`config.mk`:
```
export PLATFORM = sky130hd
export DESIGN_NAME = moisture_wake_decision
export DESIGN_NICKNAME = d
export VERILOG_FILES = /design/src/hdl/mwd_pkg.sv /design/src/hdl/mwd_div.sv /design/src/hdl/moisture_wake_decision.sv
export SDC_FILE = /design/constraint.sdc
export NUM_CORES = 1
export LEC_CHECK = 0
export BUFFER_PORTS_ARGS = -buffer_cell sky130_fd_sc_hd__buf_2
export CELL_PAD_IN_SITES_DETAIL_PLACEMENT = 1
export CELL_PAD_IN_SITES_GLOBAL_PLACEMENT = 1
export CORE_UTILIZATION = 53
export DETAILED_ROUTE_END_ITERATION = 6
export HOLD_SLACK_MARGIN = 0.08
export PLACE_DENSITY = 0.85
export SLEW_MARGIN = 20
export SYNTH_ARGS = -nofsm -noshare
export SYNTH_HDL_FRONTEND = slang
export SYNTH_SLANG_ARGS = --single-unit
```
`constraint.sdc`:
```
create_clock -name clk -period 14.3 [get_ports clk]
set_input_delay 2.145 -clock clk [delete_from_list [all_inputs] [get_ports clk]]
set_output_delay 2.145 -clock clk [all_outputs]
set_load 0.01 [all_outputs]
```
`src/hdl/mwd_pkg.sv`:
```
package mwd_pkg;

    localparam int SAMPLE_COUNT = 16;
    localparam int ADC_BITS     = 12;
    localparam int SUM_W        = 16;
    localparam int AVG_SHIFT    = $clog2(SAMPLE_COUNT);
    localparam int BATT_DIVIDER = 2;

    localparam int PCT_W  = 7;
    localparam int BAND_W = 3;
    localparam int WAKE_W = 32;
    localparam int CFG_W  = 16;
    localparam int IDX_W  = 3;

    // shared divider: 32-bit dividend, 16-bit divisor, one quotient bit a cycle
    localparam int DIV_W       = 32;
    localparam int DVSR_W      = 16;
    localparam int DIV_CNT_W   = $clog2(DIV_W + 1);
    localparam int PCT_NUM_W   = ADC_BITS + 7;
    localparam int PCT_PRESHFT = DIV_W - PCT_NUM_W;

    localparam logic [DIV_CNT_W-1:0] MOD_STEPS = DIV_CNT_W'(DIV_W);
    localparam logic [DIV_CNT_W-1:0] PCT_STEPS = DIV_CNT_W'(PCT_NUM_W);

    localparam logic [PCT_W-1:0] PCT_MAX = 7'd100;

    typedef enum logic [IDX_W-1:0] {
        REG_DRY_RAW       = 3'd0,
        REG_WET_RAW       = 3'd1,
        REG_BATT_VALID_MV = 3'd2,
        REG_BATT_LOW_MV   = 3'd3,
        REG_ALERT_DRY_PCT = 3'd4,
        REG_ALERT_WET_PCT = 3'd5,
        REG_HB_INTERVAL   = 3'd6,
        REG_REDRAW_DELTA  = 3'd7
    } reg_idx_t;

    typedef enum logic [1:0] {
        ST_IDLE,
        ST_MOD,
        ST_PCT
    } state_t;

    typedef struct packed {
        logic                 start;
        logic [DIV_CNT_W-1:0] steps;
    } div_cmd_t;

    function automatic logic [BAND_W-1:0] band_of(input logic [PCT_W-1:0] pct);
        logic [BAND_W-1:0] b;
        if (pct < 7'd20)
            b = 3'd0;
        else if (pct < 7'd40)
            b = 3'd1;
        else if (pct < 7'd70)
            b = 3'd2;
        else if (pct < 7'd90)
            b = 3'd3;
        else
            b = 3'd4;
        return b;
    endfunction

endpackage

```
`src/hdl/mwd_div.sv`:
```
module mwd_div (
    input  logic                         clk,
    input  logic                         rst_n,
    input  mwd_pkg::div_cmd_t            cmd,
    input  logic [mwd_pkg::DIV_W-1:0]    dividend,
    input  logic [mwd_pkg::DVSR_W-1:0]   divisor,
    output logic                         busy,
    output logic [mwd_pkg::DIV_W-1:0]    quotient,
    output logic [mwd_pkg::DVSR_W-1:0]   remainder
);
    import mwd_pkg::*;

    logic [DIV_CNT_W-1:0] cnt_reg, cnt_next;
    logic [DIV_W-1:0]     acc_reg, acc_next;
    logic [DVSR_W-1:0]    rem_reg, rem_next;
    logic [DVSR_W-1:0]    dvsr_reg, dvsr_next;
    logic [DVSR_W:0]      trial;
    logic                 ge;

    // restoring step: dividend bits shift out the top, quotient bits in the bottom
    assign trial = {rem_reg, acc_reg[DIV_W-1]};
    assign ge    = trial >= {1'b0, dvsr_reg};

    always_comb
    begin
        cnt_next  = cnt_reg;
        acc_next  = acc_reg;
        rem_next  = rem_reg;
        dvsr_next = dvsr_reg;
        if (cmd.start)
        begin
            cnt_next  = cmd.steps;
            acc_next  = dividend;
            rem_next  = '0;
            dvsr_next = divisor;
        end
        else if (cnt_reg != '0)
        begin
            cnt_next = cnt_reg - 1'b1;
            acc_next = {acc_reg[DIV_W-2:0], ge};
            if (ge)
                rem_next = DVSR_W'(trial - {1'b0, dvsr_reg});
            else
                rem_next = trial[DVSR_W-1:0];
        end
    end

    always_ff @(posedge clk or negedge rst_n)
    begin
        if (!rst_n)
            cnt_reg <= '0;
        else
            cnt_reg <= cnt_next;
    end

    always_ff @(posedge clk)
    begin
        acc_reg  <= acc_next;
        rem_reg  <= rem_next;
        dvsr_reg <= dvsr_next;
    end

    assign busy      = cnt_reg != '0;
    assign quotient  = acc_reg;
    assign remainder = rem_reg;

endmodule

```
`src/hdl/moisture_wake_decision.sv`:
```
// channel  | handshake           | words
// ---------+---------------------+--------------------------------------------
// in       | in_valid / in_stall | moisture_sum, batt_tap_sum_mv
// out      | out_valid/out_stall | moisture_pct, status_band, supply_ok,
//          |                     | supply_low, alert, heartbeat, redraw, publish,
//          |                     | wake_number
// cfg      | cfg_we              | cfg_index, cfg_data
//
// in_stall is high from accept until the result is loaded into the output
// register: a 32-step wake-count modulo then a 19-step percent divide on one
// shared restoring divider, with state sequencing around them.
// The result goes to an output register, so the next word is taken while the
// result waits; a new result waits in the divider until out_stall lets the
// register go.
// Reset restores the calibration defaults and clears the wake count and drawn state.
module moisture_wake_decision (
    input  logic                           clk,
    input  logic                           rst_n,
    input  logic                           in_valid,
    output logic                           in_stall,
    input  logic [mwd_pkg::SUM_W-1:0]      moisture_sum,
    input  logic [mwd_pkg::SUM_W-1:0]      batt_tap_sum_mv,
    output logic                           out_valid,
    input  logic                           out_stall,
    output logic [mwd_pkg::PCT_W-1:0]      moisture_pct,
    output logic [mwd_pkg::BAND_W-1:0]     status_band,
    output logic                           supply_ok,
    output logic                           supply_low,
    output logic                           alert,
    output logic                           heartbeat,
    output logic                           redraw,
    output logic                           publish,
    output logic [mwd_pkg::WAKE_W-1:0]     wake_number,
    input  logic                           cfg_we,
    input  logic [mwd_pkg::IDX_W-1:0]      cfg_index,
    input  logic [mwd_pkg::CFG_W-1:0]      cfg_data
);
    import mwd_pkg::*;

    // configuration
    logic [ADC_BITS-1:0] dry_reg, wet_reg;
    logic [12:0]         bvalid_reg, blow_reg;
    logic [PCT_W-1:0]    adry_reg, awet_reg, delta_reg;
    logic [15:0]         interval_reg;

    state_t state_reg, state_next;

    logic [SUM_W-1:0]  msum_reg, msum_next;
    logic [SUM_W-1:0]  bsum_reg, bsum_next;
    logic              hb_reg, hb_next;
    logic [WAKE_W-1:0] wake_reg, wake_next;
    logic              drawn_reg, drawn_next;
    logic [PCT_W-1:0]  last_pct_reg, last_pct_next;
    logic              last_alert_reg, last_alert_next;
    logic              last_low_reg, last_low_next;

    logic              ov_reg, ov_next;
    logic [PCT_W-1:0]  o_pct_reg, o_pct_next;
    logic [BAND_W-1:0] o_band_reg, o_band_next;
    logic              o_valid_reg, o_valid_next;
    logic              o_low_reg, o_low_next;
    logic              o_alert_reg, o_alert_next;
    logic              o_hb_reg, o_hb_next;
    logic              o_redraw_reg, o_redraw_next;
    logic              o_pub_reg, o_pub_next;
    logic [WAKE_W-1:0] o_wake_reg, o_wake_next;

    div_cmd_t          div_cmd;
    logic [DIV_W-1:0]  div_dividend;
    logic [DVSR_W-1:0] div_divisor;
    logic              div_busy;
    logic [DIV_W-1:0]  div_quo;
    logic [DVSR_W-1:0] div_rem;

    // percent map operands
    logic [ADC_BITS-1:0]  raw;
    logic                 num_neg, den_neg, pct_zero;
    logic [ADC_BITS-1:0]  num_mag, den_mag;
    logic [PCT_NUM_W-1:0] num_x100;
    logic [PCT_W-1:0]     pct;
    logic [BAND_W-1:0]    band;

    // battery
    logic [SUM_W:0] cell_scaled;
    logic           b_valid, b_low;

    logic           alert_c, redraw_c;
    logic [PCT_W-1:0] diff;
    logic           accept_in, out_free;
    logic [15:0]    interval_eff;

    mwd_div u_div (
        .clk       (clk),
        .rst_n     (rst_n),
        .cmd       (div_cmd),
        .dividend  (div_dividend),
        .divisor   (div_divisor),
        .busy      (div_busy),
        .quotient  (div_quo),
        .remainder (div_rem)
    );

    assign raw      = ADC_BITS'(msum_reg >> AVG_SHIFT);
    assign num_neg  = raw < dry_reg;
    assign den_neg  = wet_reg < dry_reg;
    assign num_mag  = num_neg ? dry_reg - raw : raw - dry_reg;
    assign den_mag  = den_neg ? dry_reg - wet_reg : wet_reg - dry_reg;
    // x100 = x64 + x32 + x4
    assign num_x100 = (PCT_NUM_W'(num_mag) << 6) + (PCT_NUM_W'(num_mag) << 5)
                    + (PCT_NUM_W'(num_mag) << 2);
    // negative quotient clamps to zero; equal points give zero
    assign pct_zero = (dry_reg == wet_reg) || (num_neg != den_neg);
    assign pct      = pct_zero ? '0
                    : (div_quo > DIV_W'(PCT_MAX)) ? PCT_MAX : div_quo[PCT_W-1:0];
    assign band     = band_of(pct);

    assign cell_scaled = (SUM_W+1)'(bsum_reg) * (SUM_W+1)'(BATT_DIVIDER);
    assign b_valid     = cell_scaled >= ((SUM_W+1)'(bvalid_reg) << AVG_SHIFT);
    assign b_low       = b_valid && (cell_scaled <= ((SUM_W+1)'(blow_reg) << AVG_SHIFT));

    assign alert_c = (pct < adry_reg) || (pct > awet_reg) || b_low;
    assign diff    = (pct >= last_pct_reg) ? pct - last_pct_reg : last_pct_reg - pct;

    always_comb
    begin
        if (!drawn_reg || hb_reg)
            redraw_c = 1'b1;
        else if (alert_c != last_alert_reg || b_low != last_low_reg)
            redraw_c = 1'b1;
        else
            redraw_c = (diff >= delta_reg) || (band != band_of(last_pct_reg));
    end

    assign interval_eff = (interval_reg == '0) ? 16'd1 : interval_reg;
    assign accept_in    = in_valid && (state_reg == ST_IDLE);
    assign out_free     = !ov_reg || !out_stall;

    always_comb
    begin
        state_next      = state_reg;
        msum_next       = msum_reg;
        bsum_next       = bsum_reg;
        hb_next         = hb_reg;
        wake_next       = wake_reg;
        drawn_next      = drawn_reg;
        last_pct_next   = last_pct_reg;
        last_alert_next = last_alert_reg;
        last_low_next   = last_low_reg;
        ov_next         = ov_reg && out_stall;
        o_pct_next      = o_pct_reg;
        o_band_next     = o_band_reg;
        o_valid_next    = o_valid_reg;
        o_low_next      = o_low_reg;
        o_alert_next    = o_alert_reg;
        o_hb_next       = o_hb_reg;
        o_redraw_next   = o_redraw_reg;
        o_pub_next      = o_pub_reg;
        o_wake_next     = o_wake_reg;
        div_cmd.start   = 1'b0;
        div_cmd.steps   = MOD_STEPS;
        div_dividend    = wake_reg;
        div_divisor     = interval_eff;

        case (state_reg)
            ST_IDLE:
            begin
                if (accept_in)
                begin
                    msum_next     = moisture_sum;
                    bsum_next     = batt_tap_sum_mv;
                    div_cmd.start = 1'b1;
                    state_next    = ST_MOD;
                end
            end
            ST_MOD:
            begin
                if (!div_busy)
                begin
                    hb_next       = div_rem == '0;
                    div_cmd.start = 1'b1;
                    div_cmd.steps = PCT_STEPS;
                    div_dividend  = {num_x100, {PCT_PRESHFT{1'b0}}};
                    div_divisor   = DVSR_W'(den_mag);
                    state_next    = ST_PCT;
                end
            end
            ST_PCT:
            begin
                if (!div_busy && out_free)
                begin
                    ov_next       = 1'b1;
                    o_pct_next    = pct;
                    o_band_next   = band;
                    o_valid_next  = b_valid;
                    o_low_next    = b_low;
                    o_alert_next  = alert_c;
                    o_hb_next     = hb_reg;
                    o_redraw_next = redraw_c;
                    o_pub_next    = alert_c || hb_reg;
                    o_wake_next   = wake_reg;
                    wake_next     = wake_reg + 1'b1;
                    if (redraw_c)
                    begin
                        drawn_next      = 1'b1;
                        last_pct_next   = pct;
                        last_alert_next = alert_c;
                        last_low_next   = b_low;
                    end
                    state_next = ST_IDLE;
                end
            end
            default:
            begin
                state_next = ST_IDLE;
            end
        endcase
    end

    always_ff @(posedge clk or negedge rst_n)
    begin
        if (!rst_n)
        begin
            state_reg      <= ST_IDLE;
            wake_reg       <= '0;
            drawn_reg      <= 1'b0;
            last_pct_reg   <= '0;
            last_alert_reg <= 1'b0;
            last_low_reg   <= 1'b0;
            ov_reg         <= 1'b0;
        end
        else
        begin
            state_reg      <= state_next;
            wake_reg       <= wake_next;
            drawn_reg      <= drawn_next;
            last_pct_reg   <= last_pct_next;
            last_alert_reg <= last_alert_next;
            last_low_reg   <= last_low_next;
            ov_reg         <= ov_next;
        end
    end

    always_ff @(posedge clk)
    begin
        msum_reg     <= msum_next;
        bsum_reg     <= bsum_next;
        hb_reg       <= hb_next;
        o_pct_reg    <= o_pct_next;
        o_band_reg   <= o_band_next;
        o_valid_reg  <= o_valid_next;
        o_low_reg    <= o_low_next;
        o_alert_reg  <= o_alert_next;
        o_hb_reg     <= o_hb_next;
        o_redraw_reg <= o_redraw_next;
        o_pub_reg    <= o_pub_next;
        o_wake_reg   <= o_wake_next;
    end

    always_ff @(posedge clk or negedge rst_n)
    begin
        if (!rst_n)
        begin
            dry_reg      <= 12'd3160;
            wet_reg      <= 12'd1300;
            bvalid_reg   <= 13'd2500;
            blow_reg     <= 13'd3600;
            adry_reg     <= 7'd20;
            awet_reg     <= 7'd90;
            interval_reg <= 16'd48;
            delta_reg    <= 7'd3;
        end
        else if (cfg_we)
        begin
            case (reg_idx_t'(cfg_index))
                REG_DRY_RAW:       dry_reg      <= cfg_data[ADC_BITS-1:0];
                REG_WET_RAW:       wet_reg      <= cfg_data[ADC_BITS-1:0];
                REG_BATT_VALID_MV: bvalid_reg   <= cfg_data[12:0];
                REG_BATT_LOW_MV:   blow_reg     <= cfg_data[12:0];
                REG_ALERT_DRY_PCT: adry_reg     <= cfg_data[PCT_W-1:0];
                REG_ALERT_WET_PCT: awet_reg     <= cfg_data[PCT_W-1:0];
                REG_HB_INTERVAL:   interval_reg <= cfg_data;
                REG_REDRAW_DELTA:  delta_reg    <= cfg_data[PCT_W-1:0];
                default:           dry_reg      <= dry_reg;
            endcase
        end
    end

    assign in_stall     = state_reg != ST_IDLE;
    assign out_valid    = ov_reg;
    assign moisture_pct = o_pct_reg;
    assign status_band  = o_band_reg;
    assign supply_ok    = o_valid_reg;
    assign supply_low   = o_low_reg;
    assign alert        = o_alert_reg;
    assign heartbeat    = o_hb_reg;
    assign redraw       = o_redraw_reg;
    assign publish      = o_pub_reg;
    assign wake_number  = o_wake_reg;

endmodule
```
==> Word-level counts from Yosys, hierarchy flattened <==
Cells that the tools add are included.
W data, S select, Z words.
{ "word_totals": {"out_inout_bits": 50, "regBits": 283, "in_bits": 56, "elab_cells": 151} }
{ "op_classes": {"n_mux": 37, "add_sub_neg": 11, "eq_ne": 17, "n_bitwise": 1, "reduce_logical": 36, "order_cmp": 18} }
{ "op_table": {"columns": ["cell", "count"], "rows": [
  ["$mux W32", 4],
  ["$mux W16", 4],
  ["$sub A12 B12 Y12", 4],
  ["$add A32 B1 Y32 const B", 1],
  ["$gt A32 B7 Y1 const B", 1],
  ["$logic_not A16 Y1", 2],
  ["$mux W3", 10],
  ["$lt A7 B7 Y1 const B", 4],
  ["$mux W7", 4],
  ["$lt A12 B12 Y1", 2],
  ["$mux W12", 2],
  ["$reduce_and A2 Y1", 11],
  ["$add A18 B17 Y19", 1],
  ["$add A19 B14 Y19", 1],
  ["$mux W6", 3],
  ["$ge A17 B16 Y1", 1],
  ["$ge A17 B17 Y1", 1],
  ["$le A17 B17 Y1", 1],
  ["$sub A16 B16 Y16", 1],
  ["$ge A7 B7 Y1", 2],
  ["$lt A7 B5 Y1 const B", 2],
  ["$lt A7 B6 Y1 const B", 2],
  ["$sub A7 B7 Y7", 2],
  ["$eq A12 B12 Y1", 1],
  ["other kinds (24)", 53]
]} }

==> Longest topological paths before layout <==
{ "depth": {"word_depth": 16, "ltp_mapped": 34, "depth_no_buf": 31} }

==> Hierarchy <==
From an unflattened synthesis, not the netlist that was laid out.
{ "hier_totals": {"hier_cells": 1582, "area_unflattened_um2": 16732.3} }
{ "modules_own_cells": {"columns": ["mod", "area_per_inst_um2", "instances", "cells_per_inst", "seq_area_each_um2"], "rows": [
  ["moisture_wake_decision", 12974.9, 1, 1261, 5650.4],
  ["mwd_div", 3757.4, 1, 321, 1911.8]
]} }

==> Least setup slack after synthesis <==
No wires, ideal clock.
{ "synth_path": {"kind": "register to register", "start": "register dry_reg[3]", "end": "register last_low_reg", "path_buffers": 2, "setup_slack_ns": 8.204, "setup_ns": 0.125, "required_ns": 14.175, "stages_incl_launch_ff": 30, "period_less_slack_ns": 6.096, "t_arrival_ns": 5.971, "path_cell_list": "dfstp_2 inv_1 ha_1 buf_2 a21oi_4 a21oi_2 o311ai_2 a211oi_1 and4bb_4 nand2_1 inv_1 ha_1 nor2b_1 o21ai_0 a21boi_0 o22a_1 a21o_1 nor2_1 mux2_2 ha_1 a21o_1 a21oi_1 o21ai_0 a31oi_1 nand3b_1 nor4_1 a21boi_2 nand3b_4 buf_6 mux2_4"} }
{ "synth_between": {"elab_chain_cells": 14, "elab_cells_between_ends": 30, "cone_classes": "2 x add/sub; 10 x order compare; 4 x eq/ne; 8 x mux; 6 x reduce/logical"} }
{ "synth_lines": {"columns": ["element", "line", "source"], "rows": [
  ["start, declared", "moisture_wake_decision.sv:41", "logic [ADC_BITS-1:0] dry_reg, wet_reg;"],
  ["start signal, assigned", "moisture_wake_decision.sv:275", "REG_DRY_RAW: dry_reg <= cfg_data[ADC_BITS-1:0];"],
  ["start signal, assigned", "moisture_wake_decision.sv:283", "default: dry_reg <= dry_reg;"],
  ["$lt A12 B12 Y1 (on tied branches)", "moisture_wake_decision.sv:104, moisture_wake_decision.sv:105", null],
  ["$ne A1 B1 Y1", "moisture_wake_decision.sv:112", "assign pct_zero = (dry_reg == wet_reg) || (num_neg != den_neg);"],
  ["$logic_or A1 B1 Y1 *", "moisture_wake_decision.sv:112", null],
  ["$mux W7 *", "moisture_wake_decision.sv:113", "assign pct = pct_zero ? '0"],
  ["named net pct[1]", "moisture_wake_decision.sv:80", "logic [PCT_W-1:0] pct;"],
  ["parallel branches: the longest is 7 deep, another holds $sub A7 B7 Y7", null, null],
  ["$mux W1 *", "moisture_wake_decision.sv:128", "else if (alert_c != last_alert_reg || b_low != last_low_reg)"],
  ["$mux W1 *", "moisture_wake_decision.sv:126", "if (!drawn_reg || hb_reg)"],
  ["$reduce_and A3 Y1 (no source line) *", null, null],
  ["end signal, assigned", "moisture_wake_decision.sv:238", "last_low_reg <= last_low_next;"],
  ["end, declared", "moisture_wake_decision.sv:55", "logic last_low_reg, last_low_next;"]
]} }
Mark *: on every way through the listed nets, which the timed path passes.
A chain may end at the register's enable or synchronous reset.

==> Final worst setup path <==
{ "layout_path": {"start": "register dry_reg[1]", "end": "register last_low_reg"} }
The elaborated chain is that of the path after synthesis.

==> results.py <==
metrics = {
    "detailed_routing": {
        "detail_route.first_pass.iterations": 5,
        "vias": 12400,
        "drt_iter0_drc": 686,
        "routed_wl_um": 43700,
        "drc_errors": 0,
        "wl_per_cell_um": 20.9,
        "postRouteAntennaNets": 0,
        "routed_via_density": 5.93,
    },
    "pwr": {
        "internal-power_mw": 2.28,
        "power_switching_mw": 1.68,
        "powerDensity_nw_per_um2": 217,
        "leakagePower_nw": 7.97,
        "swShare_pct": 42.3,
        "vdd_ir_drop_max_mv": 0.117,
        "p_clk_share_pct": 18.5,
        "seqPwrFrac_pct": 30.0,
        "comb_power_share_pct": 51.5,
    },
    "critical_path": {
        "crit_required_ps": 14740,
        "reg2regPathDepth": 27,
        "ff2ff_setup_slack_ps": 6340,
        "r2r_end": "last_low_reg",
        "worstSetupPathType": "register to register",
        "crit_path_start": "dry_reg[1]",
        "r2r-start": "dry_reg[1]",
        "cp.arrival_ps": 8400,
        "cp_max_fo": 17,
        "worst_setup_path_end_kind": "register",
        "crit_end": "last_low_reg",
        "start_kind": "register",
    },
    "yosys": {
        "ys.flop_type": "edfxtp_1",
        "yosys_warnings": 0,
        "netlist_area_um2": 16400,
        "synthArstFlopShare_pct": 49.5,
        "syn_avg_cell_area_um2": 10.5,
        "yosysSeqAreaShare_pct": 46.1,
        "synth_edf_count": 125,
        "ys_ff_latch": 279,
        "synth_cell_type_count": 93,
        "syn_inst": 1571,
        "syn_nets": 1780,
    },
    "sta": {
        "period_needed_ps": 7960,
        "fin_skew_ps": 16.3,
        "tns_ps": 0,
        "setup_viol": 0,
        "tightest_slew_ps": 1130,
        "finalCritPeriodShare_pct": 55.6,
        "drv_slew": 0,
        "rsz0062_at_grt": "false",
        "finalHoldViolCount": 0,
        "slew_headroom_pct": 24.3,
        "max_freq_mhz": 126,
    },
    "cells_and_area": {
        "finish.instance_area_um2": 18200,
        "layout.nets": 1878,
        "final_util_pct": 59.8,
        "layout-drive-gt1-share_pct": 16.8,
        "layout_common_cells": "inv_1, nand2_1, ha_1",
        "layout_commonest_cell": "inv_1",
        "syn2layout_area_growth_pct": 11.2,
        "antenna_cells": 0,
    },
    "grt": {
        "grt.overflow.total": 0,
        "grt_util_met2_pct": 50.2,
        "grt_antenna_before_repair": 0,
        "met1_usage_pct": 35.7,
        "grt_max_degree": 73,
        "grt.met3_usage_pct": 2.98,
        "grtUsageTotal_pct": 28.2,
        "grt_pass1_wl_um": 70400,
        "top_usage_layer": "met2",
        "grt_pass1_vias": 13400,
    },
    "clocking": {
        "clk_latency_ps": 570,
        "path_clk_slew_ps": 70,
        "htree_levels": 1,
        "postCtsHoldBufs": 0,
        "clockRootBuffer": "clkbuf_16",
        "numCtsBuffers": 31,
        "post_cts_resized": 0,
        "cts_setup_buffers": 0,
        "cts_tree": "built",
        "clock_path_buffers": 3,
        "clock_sinks": 279,
    },
    "die": {
        "fp-row-count": 64,
        "start_util_pct": 53.8,
        "io-pin-count": 106,
        "die_h_um": 178,
        "dieArea_um2": 31700,
        "fp.dieW_um": 178,
        "core_area_um2": 30500,
    },
    "worst_hold_path": {
        "min_path_type": "register to register",
    },
    "placement": {
        "portBuffers": 101,
        "gp_congestion": 0.882,
        "dp_hpwl_um": 31600,
        "placed_cell_area_um2": 17300,
    },
    "job": {
        "drv_cap": 0,
    },
    "status": {
        "run_status": "complete, no violations",
    },
}
==> final cells by class <==
class	count	area, um^2
fillers	3342	12300
multi-input cells	1083	8070
flip-flops and latches	279	7560
clock buffers	41	833
inverters	163	612
repair buffers	111	587
well taps	396	495
clock inverters	16	93.8
==> worst min path at each step <==
stage | cells past startpoint | startpoint | to
final | 1 | state_reg[1] | state_reg[0]
after floorplan | 1 | drawn_reg | drawn_reg
after global routing | 1 | awet_reg[5] | awet_reg[5]
after global placement | 1 | drawn_reg | drawn_reg
after CTS | 1 | drawn_reg | drawn_reg
after detailed placement | 1 | drawn_reg | drawn_reg
==> synthesized netlist by cell type (all sizes together) (19+ instances only) <==
master | n | share of area, %
xnor2 | 45 | 2.4
inv | 163 | 3.7
ha | 137 | 10
o21ai | 133 | 4.1
nand4 | 23 | 0.88
nand2 | 157 | 3.6
nor3 | 29 | 1.0
xor2 | 30 | 1.6
nand3 | 38 | 1.2
nor2 | 62 | 1.5
nor2b | 19 | 0.72
mux2 | 58 | 4.0
mux2i | 33 | 2.0
nor4 | 19 | 0.85
clkbuf | 35 | 0.80
dfstp | 28 | 4.5
edfxtp | 125 | 23
dfrtp | 110 | 17
a21oi | 71 | 2.4
==> critical path, cell delays in order (launching register included) <==
cell	delay, ps
dfrtp_1	500
inv_1	210
fa_1	490
nand3_1	140
a21oi_2	90
o311ai_2	450
and2_1	700
inv_1	310
nand3_1	160
and3_1	190
o21a_1	370
ha_1	370
o21ai_0	170
a21boi_0	170
o22a_1	280
a21o_1	240
nor2_1	450
mux2_2	420
ha_1	280
a21o_1	160
a21oi_1	140
o21ai_0	120
a31oi_1	190
nand3b_1	160
nor4_1	260
a21boi_2	230
nand3b_4	260
mux2_4	320
==> cell families after synthesis <==
group	after synthesis	share of synthesized area (%)
AO/OA/AOI/OAI	338	13.2
XOR/XNOR	75	4.00
adder cells (fa/ha/maj)	154	12.5
buffers and inverters	209	4.92
flip-flops	279	46.1
multiplexers	91	6.04
AND/OR/NAND/NOR	425	13.3
==> through the flow <==
step                power, mW  setup slack [ps]  cells  hold slack, ps
finish                   3.96              6340   2089             486
global placement         3.03              6800   2032             455
floorplan                2.64              8200   1571             434
detailed placement       3.18              6540   2032             475
global route             4.25              5870   2089             521
CTS                      3.95              6400   2089             478
==> power by group through the flow <==
stage / clock (mW) / sequential [mW] / combinational, mW
final: 0.733 / 1.19 / 2.04
after global routing: 0.771 / 1.20 / 2.27
after CTS: 0.745 / 1.18 / 2.02
after detailed placement: 0 / 1.19 / 1.98
after global placement: 0 / 1.18 / 1.85
after floorplan: 0 / 1.13 / 1.50
==> layer usage <==
| layer | wire length, um | part of all wire, % |
|---|---|---|
| met1 | 18900 | 43 |
| met2 | 22000 | 50 |
| met3 | 1410 | 3.2 |
| met4 | 1450 | 3.3 |
| met5 | 0 | 0 |
No activity file was read; power rests on OpenSTA's default activity.
